File: config.mk
export PLATFORM = sky130hd
export DESIGN_NAME = visca_command_frame_receiver_flat
export DESIGN_NICKNAME = d
export VERILOG_FILES = /design/src/hw/rtl/vcfr_pkg.sv /design/src/hw/rtl/vcfr_if.sv /design/src/hw/rtl/visca_command_frame_receiver.sv /design/src/hw/rtl/vcfr_framer.sv /design/src/hw/rtl/vcfr_decoder.sv /design/src/flat_wrapper.sv
export SDC_FILE = /design/constraint.sdc
export NUM_CORES = 1
export LEC_CHECK = 0
export BUFFER_PORTS_ARGS = -buffer_cell sky130_fd_sc_hd__buf_4
export CAP_MARGIN = 30
export CORE_ASPECT_RATIO = 0.75
export CORE_MARGIN = 2
export CORE_UTILIZATION = 50
export DETAILED_ROUTE_END_ITERATION = 16
export GPL_TIMING_DRIVEN = 0
export PLACE_DENSITY = 0.71
export SYNTH_ARGS = -nofsm -noshare
export SYNTH_HDL_FRONTEND = slang
export SYNTH_SLANG_ARGS = --single-unit
File: constraint.sdc
create_clock -name clk_i -period 8.4 [get_ports clk_i]
set_input_delay 0.42 -clock clk_i [delete_from_list [all_inputs] [get_ports clk_i]]
set_output_delay 0.42 -clock clk_i [all_outputs]
set_load 0.005 [all_outputs]
File: src/hw/rtl/vcfr_pkg.sv
`default_nettype none

package vcfr_pkg;

  localparam int unsigned FrameMaxLenDef = 16;
  localparam int unsigned LenWidth       = 5;

  localparam logic [7:0] HdrMask    = 8'hF0;
  localparam logic [7:0] HdrMark    = 8'h80;
  localparam logic [7:0] Terminator = 8'hFF;
  localparam logic [3:0] BroadcastAddr = 4'h8;
  localparam logic [3:0] DevAddrReset  = 4'h1;

  localparam logic [7:0] CmdZoom  = 8'h07;
  localparam logic [7:0] CmdFocus = 8'h08;
  localparam logic [7:0] ArgStop  = 8'h00;
  localparam logic [7:0] ArgUp    = 8'h02;
  localparam logic [7:0] ArgDown  = 8'h03;
  localparam logic [3:0] ZoomTeleHi = 4'h2;
  localparam logic [3:0] ZoomWideHi = 4'h3;

  typedef enum logic [2:0] {
    ActZoomTele  = 3'd0,
    ActZoomWide  = 3'd1,
    ActZoomStop  = 3'd2,
    ActFocusFar  = 3'd3,
    ActFocusNear = 3'd4,
    ActFocusStop = 3'd5,
    ActUnknown   = 3'd6,
    ActMismatch  = 3'd7
  } action_e;

  // one closed frame, handed from framer to decoder
  typedef struct packed {
    logic [3:0]          addr;
    logic [7:0]          cmd;
    logic [7:0]          arg;
    logic [LenWidth-1:0] len;
    logic                ovf;
  } frame_rec_t;

  function automatic action_e decode_action(input logic [3:0] addr,
                                            input logic [7:0] cmd,
                                            input logic [7:0] arg,
                                            input logic [3:0] dev_addr);
    action_e act;
    act = ActUnknown;
    if (addr != dev_addr && addr != BroadcastAddr) begin
      act = ActMismatch;
    end else if (cmd == CmdZoom) begin
      if (arg == ArgUp || arg[7:4] == ZoomTeleHi) begin
        act = ActZoomTele;
      end else if (arg == ArgDown || arg[7:4] == ZoomWideHi) begin
        act = ActZoomWide;
      end else if (arg == ArgStop) begin
        act = ActZoomStop;
      end
    end else if (cmd == CmdFocus) begin
      case (arg)
        ArgUp:   act = ActFocusFar;
        ArgDown: act = ActFocusNear;
        ArgStop: act = ActFocusStop;
        default: act = ActUnknown;
      endcase
    end
    return act;
  endfunction

endpackage

`default_nettype wire

File: src/hw/rtl/vcfr_if.sv
`default_nettype none

interface vcfr_rx_if;
  logic       valid;
  logic       ready;
  logic [7:0] rx_byte;
  modport source (output valid, output rx_byte, input ready);
  modport sink (input valid, input rx_byte, output ready);
endinterface

interface vcfr_act_if;
  logic       valid;
  logic       ready;
  logic [2:0] action;
  logic       ended_by_overflow;
  logic [4:0] frame_length;
  modport source (output valid, output action, output ended_by_overflow,
                  output frame_length, input ready);
  modport sink (input valid, input action, input ended_by_overflow,
                input frame_length, output ready);
endinterface

`default_nettype wire

File: src/hw/rtl/visca_command_frame_receiver.sv
// channel | dir | handshake   | payload
// rx_i    | in  | valid/ready | rx_byte[7:0]
// act_o   | out | valid/ready | action[2:0], ended_by_overflow, frame_length[4:0]
// cfg     | in  | cfg_we_i    | cfg_wdata_i[3:0] (device address)
//
// one byte accepted per cycle while rx_i ready is high; a closing byte's item is registered
// first in the framer record register, then in the decoder output register
// rst_ni clears frame position, captured bytes and valids; device address resets to 1
// a stalled output holds one item in each of the two registers before rx_i drops ready
`default_nettype none

module visca_command_frame_receiver
  import vcfr_pkg::*;
#(
  parameter int unsigned FrameMaxLen = FrameMaxLenDef
) (
  input  wire logic       clk_i,
  input  wire logic       rst_ni,
  input  wire logic       cfg_we_i,
  input  wire logic [3:0] cfg_wdata_i,
  vcfr_rx_if.sink         rx_i,
  vcfr_act_if.source      act_o
);

  frame_rec_t rec;
  logic       rec_valid, rec_ready;

  vcfr_framer #(
    .FrameMaxLen(FrameMaxLen)
  ) u_framer (
    .clk_i      (clk_i),
    .rst_ni     (rst_ni),
    .rx         (rx_i),
    .rec_o      (rec),
    .rec_valid_o(rec_valid),
    .rec_ready_i(rec_ready)
  );

  vcfr_decoder u_decoder (
    .clk_i      (clk_i),
    .rst_ni     (rst_ni),
    .cfg_we_i   (cfg_we_i),
    .cfg_wdata_i(cfg_wdata_i),
    .rec_i      (rec),
    .rec_valid_i(rec_valid),
    .rec_ready_o(rec_ready),
    .act        (act_o)
  );

endmodule

`default_nettype wire

File: src/hw/rtl/vcfr_framer.sv
`default_nettype none

module vcfr_framer
  import vcfr_pkg::*;
#(
  parameter int unsigned FrameMaxLen = FrameMaxLenDef
) (
  input  wire logic     clk_i,
  input  wire logic     rst_ni,
  vcfr_rx_if.sink       rx,
  output frame_rec_t    rec_o,
  output logic          rec_valid_o,
  input  wire logic     rec_ready_i
);

  logic [LenWidth-1:0] count_q, count_d, count_base, len;
  logic [7:0]          hdr_q, hdr_d, cmd_q, cmd_d, arg_q, arg_d;
  logic                is_hdr, term, close, accept;
  logic                rec_valid_q;
  frame_rec_t          rec_q;

  assign rx.ready = !rec_valid_q || rec_ready_i;
  assign accept   = rx.valid && rx.ready;

  always_comb begin
    is_hdr     = (rx.rx_byte & HdrMask) == HdrMark;
    count_base = is_hdr ? '0 : count_q;
    hdr_d      = hdr_q;
    cmd_d      = cmd_q;
    arg_d      = arg_q;
    case (count_base)
      LenWidth'(0): hdr_d = rx.rx_byte;
      LenWidth'(3): cmd_d = rx.rx_byte;
      LenWidth'(4): arg_d = rx.rx_byte;
      default: ;
    endcase
    // count_base stays below FrameMaxLen, so len never wraps
    len     = count_base + LenWidth'(1);
    term    = rx.rx_byte == Terminator;
    close   = term || (len >= LenWidth'(FrameMaxLen));
    count_d = close ? '0 : len;
  end

  always_ff @(posedge clk_i or negedge rst_ni) begin
    if (!rst_ni) begin
      count_q     <= '0;
      hdr_q       <= '0;
      cmd_q       <= '0;
      arg_q       <= '0;
      rec_valid_q <= 1'b0;
    end else begin
      if (accept) begin
        count_q <= count_d;
        hdr_q   <= hdr_d;
        cmd_q   <= cmd_d;
        arg_q   <= arg_d;
      end
      if (rx.ready) begin
        rec_valid_q <= accept && close;
      end
    end
  end

  always_ff @(posedge clk_i) begin
    if (accept && close) begin
      rec_q.addr <= hdr_d[3:0];
      rec_q.cmd  <= cmd_d;
      rec_q.arg  <= arg_d;
      rec_q.len  <= len;
      rec_q.ovf  <= !term;
    end
  end

  assign rec_o       = rec_q;
  assign rec_valid_o = rec_valid_q;

  a_count_bound : assert property (@(posedge clk_i) disable iff (!rst_ni)
    count_q < LenWidth'(FrameMaxLen))
    else $error("frame position reached the buffer length");

  a_ovf_len : assert property (@(posedge clk_i) disable iff (!rst_ni)
    rec_valid_q && rec_q.ovf |-> rec_q.len == LenWidth'(FrameMaxLen))
    else $error("overflow close with short length");

  a_term_close : assert property (@(posedge clk_i) disable iff (!rst_ni)
    accept && rx.rx_byte == Terminator |=> rec_valid_q && !rec_q.ovf && count_q == '0)
    else $error("terminator did not close the frame");

endmodule

`default_nettype wire

File: src/hw/rtl/vcfr_decoder.sv
`default_nettype none

module vcfr_decoder
  import vcfr_pkg::*;
(
  input  wire logic       clk_i,
  input  wire logic       rst_ni,
  input  wire logic       cfg_we_i,
  input  wire logic [3:0] cfg_wdata_i,
  input  wire frame_rec_t rec_i,
  input  wire logic       rec_valid_i,
  output logic            rec_ready_o,
  vcfr_act_if.source      act
);

  logic [3:0]          dev_addr_q;
  logic                out_valid_q;
  action_e             action_q;
  logic                ovf_q;
  logic [LenWidth-1:0] len_q;
  logic                take;

  assign rec_ready_o = !out_valid_q || act.ready;
  assign take        = rec_valid_i && rec_ready_o;

  always_ff @(posedge clk_i or negedge rst_ni) begin
    if (!rst_ni) begin
      dev_addr_q  <= DevAddrReset;
      out_valid_q <= 1'b0;
    end else begin
      if (cfg_we_i) begin
        dev_addr_q <= cfg_wdata_i;
      end
      if (rec_ready_o) begin
        out_valid_q <= rec_valid_i;
      end
    end
  end

  always_ff @(posedge clk_i) begin
    if (take) begin
      action_q <= decode_action(rec_i.addr, rec_i.cmd, rec_i.arg, dev_addr_q);
      ovf_q    <= rec_i.ovf;
      len_q    <= rec_i.len;
    end
  end

  assign act.valid             = out_valid_q;
  assign act.action            = action_q;
  assign act.ended_by_overflow = ovf_q;
  assign act.frame_length      = len_q;

  a_take_shows : assert property (@(posedge clk_i) disable iff (!rst_ni)
    take |=> out_valid_q)
    else $error("decoded item lost");

  a_len_nonzero : assert property (@(posedge clk_i) disable iff (!rst_ni)
    out_valid_q |-> len_q != '0)
    else $error("zero-length frame reported");

endmodule

`default_nettype wire

File: src/flat_wrapper.sv
// flat-port wrapper written by rule: the top's interface ports become plain ports
module visca_command_frame_receiver_flat import vcfr_pkg::*;
#(
  parameter int unsigned FrameMaxLen = FrameMaxLenDef
)
  (clk_i, rst_ni, cfg_we_i, cfg_wdata_i, rx_i_valid, rx_i_rx_byte, rx_i_ready, act_o_valid, act_o_action, act_o_ended_by_overflow, act_o_frame_length, act_o_ready);
  vcfr_rx_if rx_i_i ();
  vcfr_act_if act_o_i ();
  input  wire logic clk_i;
  input  wire logic rst_ni;
  input  wire logic cfg_we_i;
  input  wire logic [3:0] cfg_wdata_i;
  input wire logic [$bits(rx_i_i.valid)-1:0] rx_i_valid;
  input wire logic [$bits(rx_i_i.rx_byte)-1:0] rx_i_rx_byte;
  output wire logic [$bits(rx_i_i.ready)-1:0] rx_i_ready;
  output wire logic [$bits(act_o_i.valid)-1:0] act_o_valid;
  output wire logic [$bits(act_o_i.action)-1:0] act_o_action;
  output wire logic [$bits(act_o_i.ended_by_overflow)-1:0] act_o_ended_by_overflow;
  output wire logic [$bits(act_o_i.frame_length)-1:0] act_o_frame_length;
  input wire logic [$bits(act_o_i.ready)-1:0] act_o_ready;
  assign rx_i_i.valid = rx_i_valid;
  assign rx_i_i.rx_byte = rx_i_rx_byte;
  assign rx_i_ready = rx_i_i.ready;
  assign act_o_valid = act_o_i.valid;
  assign act_o_action = act_o_i.action;
  assign act_o_ended_by_overflow = act_o_i.ended_by_overflow;
  assign act_o_frame_length = act_o_i.frame_length;
  assign act_o_i.ready = act_o_ready;
  visca_command_frame_receiver #(.FrameMaxLen(FrameMaxLen)) u_core (.clk_i(clk_i), .rst_ni(rst_ni), .cfg_we_i(cfg_we_i), .cfg_wdata_i(cfg_wdata_i), .rx_i(rx_i_i), .act_o(act_o_i));
endmodule
==> results of run 1 <==
## stage by stage
stage	area, um^2	std cells	power [mW]	utilization	setup WS (ns)
finish	3580	312	1.10	0.619	5.37
detailed placement	3300	296	0.716	0.569	5.01
CTS	3580	312	1.10	0.619	5.37
global placement	3280	295	0.707	0.566	4.18
global route	3580	312	1.15	0.619	5.17
floorplan	2980	190	0.659	-	5.01
## worst max path at each step
stage,from,end
after floorplan,rx_i_rx_byte[6],u_core.u_framer.rec_o[0]
after global placement,rx_i_rx_byte[6],u_core.u_framer.rec_o[9]
after detailed placement,rx_i_rx_byte[6],u_core.u_framer.rec_o[6]
after CTS,rx_i_rx_byte[6],u_core.u_framer.rec_o[10]
after global routing,rx_i_rx_byte[6],u_core.u_framer.rec_o[6]
final,rx_i_rx_byte[6],u_core.u_framer.rec_o[10]
## report_power, final
part	switching [mW]	internal, mW
clock network	0.124	0.258
logic	0.0948	0.158
registers	0.0388	0.422
total	0.258	0.838
## state kept, by name (all words and copies together), names as in the netlist, 3 cells and up
| name | cells |
|---|---|
| u_core.u_decoder.act.action | 3 |
| u_core.u_decoder.act.frame_length | 5 |
| u_core.u_decoder.dev_addr_q | 4 |
| u_core.u_framer.arg_q | 8 |
| u_core.u_framer.cmd_q | 8 |
| u_core.u_framer.count_q | 5 |
| u_core.u_framer.hdr_q | 4 |
| u_core.u_framer.rec_o | 26 |
## routing by layer
metal,GRT usage,wire length (um),vias up
met5,0,0,-
met4,0.0523,37,0
met3,0.0809,283,4
met2,0.267,2400,43
met1,0.273,2730,830
li1,-,-,796
## worst register-to-register path: stages, from the launching register on
cell     delay, ns
dfrtp_1       0.39
nand2_1       0.15
inv_1         0.09
ha_1          0.25
nand3_1       0.12
xnor2_1       0.26
a21oi_1       0.19
nor2_2        0.59
buf_8         0.25
## logic make-up (layout without fill, tap and decap cells)
| logic type | after synthesis | after routing | share of synthesized area |
|---|---|---|---|
| muxes | 44 | 44 | 0.192 |
| buffers and inverters | 9 | 53 | 0.0168 |
| AOI/OAI and AO/OA | 22 | 22 | 0.0588 |
| adders and majority gates | 2 | 2 | 0.00840 |
| xor gates and xnor gates | 7 | 7 | 0.0206 |
| DFF | 66 | 66 | 0.614 |
| and+or+nand+nor | 40 | 40 | 0.0903 |
## cell usage after synthesis, drive strengths merged, types with 4 or more instances
cell,instances,area share
a21oi,4,0.0067
and2,4,0.0084
dfrtp,30,0.25
edfxtp,35,0.35
inv,5,0.0063
mux2,44,0.19
nand2,4,0.0050
nand3,5,0.0084
nor2,7,0.011
o21ai,5,0.013
xnor2,6,0.018
## cell type report
class	instances	area, um^2	share of cell area
Clock buffer	9	124	0.0346
Timing Repair Buffer	28	218	0.0607
Multi-Input combinational cell	115	1100	0.308
Buffer	4	31.3	0.00873
Clock inverter	7	164	0.0457
Inverter	5	18.8	0.00524
Sequential cell	66	1830	0.510
Tap cell	78	97.6	0.0272
==> reports/results.ini, run 1 <==
[route]
drt_iter0_markers=123
viasPerCell=5.36
final_antenna_net_count=0
num_vias=1673
wl_um=5460
routedWlPerCell_um=17.5
drcViolationCount=0
first_pass_iters=4

[setup_path]
critPathTopFamily=simple AND/OR/NAND/NOR gates
crit_path_end_kind=register
slowest_delay_ns=0.59
cp_max_fo=14
crit_type=primary input to register
crit_path_top_delay_cell=nor2_2
rr_startpoint=u_core.u_framer.count_q[0]
cp.arrival_ns=3.07
cp-start-kind=primary input
worstRegToRegCells=8
path_cells=buf_4 > or4b_1 > buf_2 > nand2_1 > inv_1 > ha_1 > nand3_1 > xnor2_1 > a21oi_1 > nor2_2 > buf_8
cp.required_ns=8.45
reg2reg_slack_ns=5.82
rr_endpoint=u_core.u_framer.rec_o[10]
critPathBufInv=4
cp.depth=11

[worst_hold_path]
hp-class=primary input to asynchronous set/reset pin

[sta]
post-route-min-period_ns=3.03
finalSetupViolations=0
fin_skew_ns=0.00705
maxSlewViolCount=0
grt_setup_unrepaired=no
whs_ns=0.0177
setup_tns_ns=0
max-slew-margin-rel=0.427
timing.fmax_mhz=330
worst_slew_pin_slew_ns=0.852
final_hold_viol_count=0
min_period_over_period=0.360

[clocking]
clock-sinks=66
cts_tree=done
cts_made_buffers=9
clk_latency_ns=0.34
path_clk_slew_ns=0.07
cts_resized=0
cts_hold_buf=0
cts_root_buf=clkbuf_8
postCtsSetupBuffers=0
clock_path_buffers=2
htreeDepth=3

[synth]
postSynthCellCount=190
synth_cell_types=45
ys.warnings.count=0
ys_ff_latch=66
synth-seq-area-share=0.614
syn-cell-area_mm2=0.00298
synth_nets=209
avgSynthCellArea_um2=15.7
ys.flop_type=edfxtp_1
synth_edf_count=35
async_flop_share=0.470

[final_layout]
antenna_cells=0
nets=248
mostFrequentLayoutCells=35 x edfxtp_1, 30 x dfrtp_1, 27 x buf_4, 24 x mux2_2, 20 x mux2_4
area_growth_pct=20.3
nFillCells=428
final_common_cell=edfxtp_1
layout-drive-gt1-share=0.432

[floorplan]
rows=24
io_pins=28
die_y_um=70.9
die_w_um=93.1
dieArea_mm2=0.00660
initial_core_util=0.514
core_area_mm2=0.00580

[placed_design]
place_congestion=0.835
dp_hpwl_um=3670
port_buffers=27

[power]
leakagePower_nw=1.43
vdd_drop_max_mv=0.187
power_density_mw_per_mm2=306

[global_route]
overflow=0
antenna_found_initial=0
grt_max_degree=32
grt_first_pass_wirelength_um=9190
grt_pass1_vias=1815
grt_use_total=0.190

[flow_run]
maxCapViolCount=0

[status]
status=completed

Power figures use the tool's default switching activity.
==> run 2, diff against run 1 <==
==> constraint.sdc (replaced) <==
create_clock -name clk_i -period 3 [get_ports clk_i]
set_input_delay 0.15 -clock clk_i [delete_from_list [all_inputs] [get_ports clk_i]]
set_output_delay 0.15 -clock clk_i [all_outputs]
set_load 0.005 [all_outputs]
==> run 2 against run 1 <==
Against the previous run: sequential share of layout area grew 1.2 points; register-to-register slack got worse by 5.2 ns; sequential power rose to 2.8 times the previous value; largest cell class unchanged; hold slack better by 0.029 ns; total power increased by 150%; routed wire length fell by 5.4%; critical endpoint is now u_core.u_framer.rec_o[7]; worst setup slack got worse by 5.0 ns; via count down 0.60%; critical path depth unchanged; clock skew rose by 0.0027 ns; cell count rose by 0.32%; sequential cell count stayed put.
==> reports/results.ini, run 2 (synthesized netlist as in run 1, its figures left out) <==
[clocking]
cts_hold_buf=1  ; was 0
postCtsSetupBuffers=0  ; unchanged
cts_root_buf=clkbuf_8  ; unchanged
clock_path_buffers=2  ; unchanged
clock-sinks=66  ; unchanged
cts_made_buffers=9  ; unchanged
clk_latency_ns=0.33  ; was 0.34 ns
cts_tree=done  ; unchanged
path_clk_slew_ns=0.07  ; about the same
cts_resized=0  ; unchanged
htreeDepth=3  ; unchanged

[setup_path]
cp.arrival_ns=2.64  ; was 3.07 ns
crit_path_end_kind=register  ; unchanged
crit_type=primary input to register  ; unchanged
cp_max_fo=17  ; was 14
cp-start-kind=primary input  ; unchanged
cp.required_ns=3.04  ; was 8.45 ns
rr_startpoint=u_core.u_framer.count_q[0]  ; unchanged
worstRegToRegCells=8  ; unchanged
cp-startpoint=rx_i_rx_byte[6]  ; unchanged

[power]
swShare=0.254  ; was 0.235
leakagePower_nw=1.40  ; was 1.43 nW
p_comb_frac=0.260  ; was 0.231
vdd_drop_max_mv=0.415  ; was 0.187 mV
power_density_mw_per_mm2=767  ; was 306 mW/mm^2
clock_power_share=0.260  ; was 0.348
switching_power_uw=683  ; was 258 uW
pwr-share-seq=0.480  ; was 0.421
fin_total_pwr_mw=2.69  ; was 1.10 mW
internal_power_mw=2.00  ; was 838 uW

[global_route]
overflow=0  ; unchanged
grt_first_pass_wirelength_um=8740  ; was 9190 um
grt_use_total=0.177  ; was 0.190
grt_pass1_vias=1718  ; was 1,815
antenna_found_initial=0  ; unchanged
grt_max_degree=32  ; unchanged

[final_layout]
register_area_mm2=0.00183  ; unchanged
mostFrequentLayoutCells=35 x edfxtp_1, 30 x dfrtp_1, 27 x buf_4, 24 x mux2_2, 20 x mux2_4  ; unchanged
nFillCells=474  ; was 428
final_common_cell=edfxtp_1  ; unchanged
area_growth_pct=17.6  ; was 20.3%
multi_input_area_mm2=0.00110  ; unchanged
largest_reg_flops=26  ; unchanged
layout-drive-gt1-share=0.421  ; was 0.432
nets=249  ; was 248
antenna_cells=0  ; unchanged
fin_cells=313  ; was 312

[route]
routedWlPerCell_um=16.5  ; was 17.5 um
viasPerCell=5.31  ; was 5.36
first_pass_iters=4  ; unchanged
drt_iter0_markers=128  ; was 123
wl_um=5160  ; was 5460 um
final_antenna_net_count=0  ; unchanged
drcViolationCount=0  ; unchanged
num_vias=1663  ; was 1,673

[floorplan]
die_y_um=70.9  ; unchanged
die_w_um=93.1  ; unchanged
io_pins=28  ; unchanged
rows=24  ; unchanged
dieArea_mm2=0.00660  ; unchanged
core_area_mm2=0.00580  ; unchanged
initial_core_util=0.514  ; unchanged

[sta]
grt_setup_unrepaired=no  ; unchanged
final_hold_viol_count=0  ; unchanged
whs_ns=0.0462  ; was 0.0177 ns
max-slew-margin-rel=0.512  ; was 0.427
setup_tns_ns=0  ; unchanged
maxSlewViolCount=0  ; unchanged
timing.fmax_mhz=385
worst_slew_pin_slew_ns=0.726  ; was 0.852 ns
min_period_over_period=0.865
finalSetupViolations=0  ; unchanged
fin_skew_ns=0.00973  ; was 0.00705 ns
post-route-min-period_ns=2.60

[worst_hold_path]
hp-class=primary input to register  ; was primary input to asynchronous set/reset pin
min_delay_path_depth=2
min_from=cfg_wdata_i[2]

[status]
status=completed  ; unchanged

[placed_design]
dp_cells=296  ; unchanged
dp_hpwl_um=3530  ; was 3670 um
port_buffers=27  ; unchanged
place_congestion=0.799  ; was 0.835

[flow_run]
maxCapViolCount=0  ; unchanged

==> run 2: per-layer routing <==
layer | up-vias | part of all wire | GRT usage
li1 | 800 | - | -
met1 | 819 | 0.51 | 0.263
met2 | 42 | 0.43 | 0.254
met3 | 2 | 0.054 | 0.0607
met4 | 0 | 0.0037 | 0.0441
met5 | - | 0 | 0
==> run 2: path summary, 6_finish.rpt <==
path / end / slack (ns)
worst max-delay path: u_core.u_framer.rec_o[7] / 0.40
worst min-delay path: u_core.u_decoder.dev_addr_q[2] / 0.05
worst max register to register: u_core.u_framer.rec_o[7] / 0.61
worst min register to register: u_core.u_decoder.act.frame_length[0] / 0.43
max in group asynchronous: u_core.u_decoder.dev_addr_q[0] / 2.37
min in group asynchronous: u_core.u_framer.arg_q[6] / 0.30
==> run 2: power by group through the flow <==
stage | Clock [mW] | Combinational, mW | Sequential (mW)
2_1_floorplan | 0 | 0.577 | 1.27
3_3_place_gp | 0 | 0.683 | 1.29
3_5_place_dp | 0 | 0.693 | 1.30
4_1_cts | 0.719 | 0.703 | 1.29
5_1_grt | 0.754 | 0.759 | 1.31
6_report | 0.698 | 0.699 | 1.29
==> run 2: critical path, stage by stage <==
cell and delay (ns):
buf_4 0.15, or4b_1 0.50, buf_2 0.17, nand2_1 0.15, inv_1 0.06, ha_1 0.26
nand3_1 0.12, xnor2_1 0.16, a21oi_1 0.17, nor2_2 0.52, buf_16 0.23
==> run 2: layout make-up <==
class,instances,area share
flip-flops and latches,66,0.522
multi-input cells,115,0.315
repair buffers,29,0.0685
clock buffers,10,0.0364
well taps,78,0.0278
clock inverters,6,0.0164
plain buffers,4,0.00893
inverters,5,0.00536
==> run 2: stage by stage <==
stage               utilization  cell area [um^2]  worst slack (ns)
floorplan                     -              2980             0.300
global placement          0.566              3280            -0.338
detailed placement        0.571              3310            0.0360
CTS                       0.605              3500             0.400
global route              0.605              3500             0.228
finish                    0.605              3500             0.404
==> run 3, diff against run 2 <==
==> constraint.sdc (replaced) <==
create_clock -name clk_i -period 3.4 [get_ports clk_i]
set_input_delay 0.17 -clock clk_i [delete_from_list [all_inputs] [get_ports clk_i]]
set_output_delay 0.17 -clock clk_i [all_outputs]
set_load 0.005 [all_outputs]
==> run 3 against run 2 <==
Against the previous run: combinational power shrank 10%; highest routed layer unchanged; clock power grew 35%; routed wire length grew 5.9%; clock skew shrank 0.0027 ns; worst setup slack gained 0.21 ns; critical path depth is the same; utilization grew 1.6 points; sequential power shrank 12%.
==> reports/results.ini, run 3 (synthesized netlist as in run 1, its figures left out) <==
[status]
status=completed  ; unchanged

[route]
viasPerCell=5.38  ; was 5.31
num_vias=1683  ; was 1,663
routedWlPerCell_um=17.5  ; was 16.5 um
wl_um=5470  ; was 5160 um
drt_iter0_markers=132  ; was 128
drcViolationCount=0  ; unchanged
first_pass_iters=4  ; unchanged
final_antenna_net_count=0  ; unchanged

[setup_path]
crit_type=primary input to register  ; unchanged
cp.required_ns=3.45  ; was 3.04 ns
critPathTopFamily=simple AND/OR/NAND/NOR gates  ; unchanged
rr_startpoint=u_core.u_framer.count_q[0]  ; unchanged
cp.arrival_ns=2.84  ; was 2.64 ns
slowest_delay_ns=0.59  ; was 0.52 ns
cp_max_fo=14  ; was 17
crit_path_end_kind=register  ; unchanged
cp-start-kind=primary input  ; unchanged
path_cells=buf_4 > or4b_1 > buf_2 > nand2_1 > inv_1 > ha_1 > nand3_1 > xnor2_1 > a21oi_1 > nor2_2 > buf_8  ; was buf_4 > or4b_1 > buf_2 > nand2_1 > inv_1 > ha_1 > nand3_1 > xnor2_1 > a21oi_1 > nor2_2 > buf_16
worstRegToRegCells=8  ; unchanged
rr_endpoint=u_core.u_framer.rec_o[10]  ; was u_core.u_framer.rec_o[7]
cp-startpoint=rx_i_rx_byte[6]  ; unchanged
crit_path_top_delay_cell=nor2_2  ; unchanged
reg2reg_slack_ns=0.80  ; was 0.61 ns
critPathBufInv=4  ; unchanged

[global_route]
grt_max_degree=32  ; unchanged
grt_use_total=0.190  ; was 0.177
grt_pass1_vias=1821  ; was 1,718
grt_first_pass_wirelength_um=9220  ; was 8740 um
overflow=0  ; unchanged
antenna_found_initial=0  ; unchanged

[final_layout]
antenna_cells=0  ; unchanged
final_common_cell=edfxtp_1  ; unchanged
nets=249  ; unchanged
layout-drive-gt1-share=0.430  ; was 0.421
largest_reg_flops=26  ; unchanged
mostFrequentLayoutCells=35 x edfxtp_1, 30 x dfrtp_1, 27 x buf_4, 24 x mux2_2, 20 x mux2_4  ; unchanged
area_growth_pct=20.7  ; was 17.6%
fin_util=0.620  ; was 0.605

[clocking]
cts_made_buffers=9  ; unchanged
cts_resized=0  ; unchanged
clock-sinks=66  ; unchanged
cts_tree=done  ; unchanged
postCtsSetupBuffers=0  ; unchanged
cts_hold_buf=1  ; unchanged
cts_root_buf=clkbuf_8  ; unchanged
htreeDepth=3  ; unchanged
clock_path_buffers=2  ; unchanged
path_clk_slew_ns=0.07  ; about the same
clk_latency_ns=0.34  ; was 0.33 ns

[floorplan]
io_pins=28  ; unchanged
dieArea_mm2=0.00660  ; unchanged
rows=24  ; unchanged
die_w_um=93.1  ; unchanged
initial_core_util=0.514  ; unchanged
die_y_um=70.9  ; unchanged
core_area_mm2=0.00580  ; unchanged

[sta]
worst_slew_pin_slew_ns=0.852  ; was 0.726 ns
final_hold_viol_count=0  ; unchanged
worst_slack_ns=0.610  ; was 0.404 ns
post-route-min-period_ns=2.79
finalSetupViolations=0  ; unchanged
timing.fmax_mhz=358
grt_setup_unrepaired=no  ; unchanged
fin_skew_ns=0.00702  ; was 0.00973 ns
min_period_over_period=0.820
max-slew-margin-rel=0.427  ; was 0.512
maxSlewViolCount=0  ; unchanged

[placed_design]
port_buffers=27  ; unchanged
post-place-ws_ns=0.257  ; was 0.0360 ns
dp_hpwl_um=3670  ; was 3530 um
place_congestion=0.835  ; was 0.799

[worst_hold_path]
min_from=cfg_wdata_i[2]  ; unchanged
min_delay_path_depth=2  ; unchanged
whs_endpoint=u_core.u_decoder.dev_addr_q[2]  ; unchanged
hp-class=primary input to register  ; unchanged

[power]
power_density_mw_per_mm2=753  ; was 767 mW/mm^2
leakagePower_nw=1.44  ; was 1.40 nW
vdd_drop_max_mv=0.461  ; was 0.415 mV

[flow_run]
maxCapViolCount=0  ; unchanged

## run 3: cell count changes in the layout (fill, tap and decap cells not counted), sizes merged
cell    before  now
inv          5    6
clkinv       5    1
clkbuf      11   10
bufinv       1    5
## run 3: cell type report
type	instances	area (um^2)
Timing Repair Buffer	29	228
Multi-Input combinational cell	115	1100
Sequential cell	66	1830
Tap cell	78	97.6
Clock inverter	7	164
Fill cell	429	2200
Buffer	4	31.3
Clock buffer	9	124
Inverter	5	18.8
## run 3: stage by stage
stage | cell area (um^2) | hold WS [ns] | std cells | setup TNS (ns) | total power, mW
2_1_floorplan | 2980 | -0.126 | 190 | 0 | 1.63
3_3_place_gp | 3280 | 0.147 | 295 | -14.75 | 1.75
3_5_place_dp | 3300 | 0.146 | 296 | 0 | 1.77
4_1_cts | 3590 | 0.0528 | 313 | 0 | 2.73
5_1_grt | 3590 | 0.0385 | 313 | 0 | 2.83
6_report | 3590 | 0.0638 | 313 | 0 | 2.71
## run 3: routing by layer
| layer | GRT usage | vias up | part of all wire |
|---|---|---|---|
| met5 | 0 | - | 0 |
| met3 | 0.0809 | 4 | 0.051 |
| met4 | 0.0523 | 0 | 0.0066 |
| met2 | 0.267 | 39 | 0.44 |
| met1 | 0.274 | 844 | 0.50 |
| li1 | - | 796 | - |
## run 3: report_power, final
group / leakage, nW / total (mW) / switching, mW / internal (mW)
combinational: 0.605 / 0.626 / 0.234 / 0.391
clock: 0.144 / 0.941 / 0.304 / 0.637
sequential: 0.688 / 1.14 / 0.0965 / 1.04
## run 3: worst max-delay path by stage
stage	end	cells past startpoint	slack (ns)
finish	u_core.u_framer.rec_o[10]	11	0.61
floorplan	u_core.u_framer.rec_o[0]	9	0.26
global placement	u_core.u_framer.rec_o[9]	10	-0.57
CTS	u_core.u_framer.rec_o[10]	11	0.62
detailed placement	u_core.u_framer.rec_o[6]	11	0.26
global route	u_core.u_framer.rec_o[6]	11	0.42
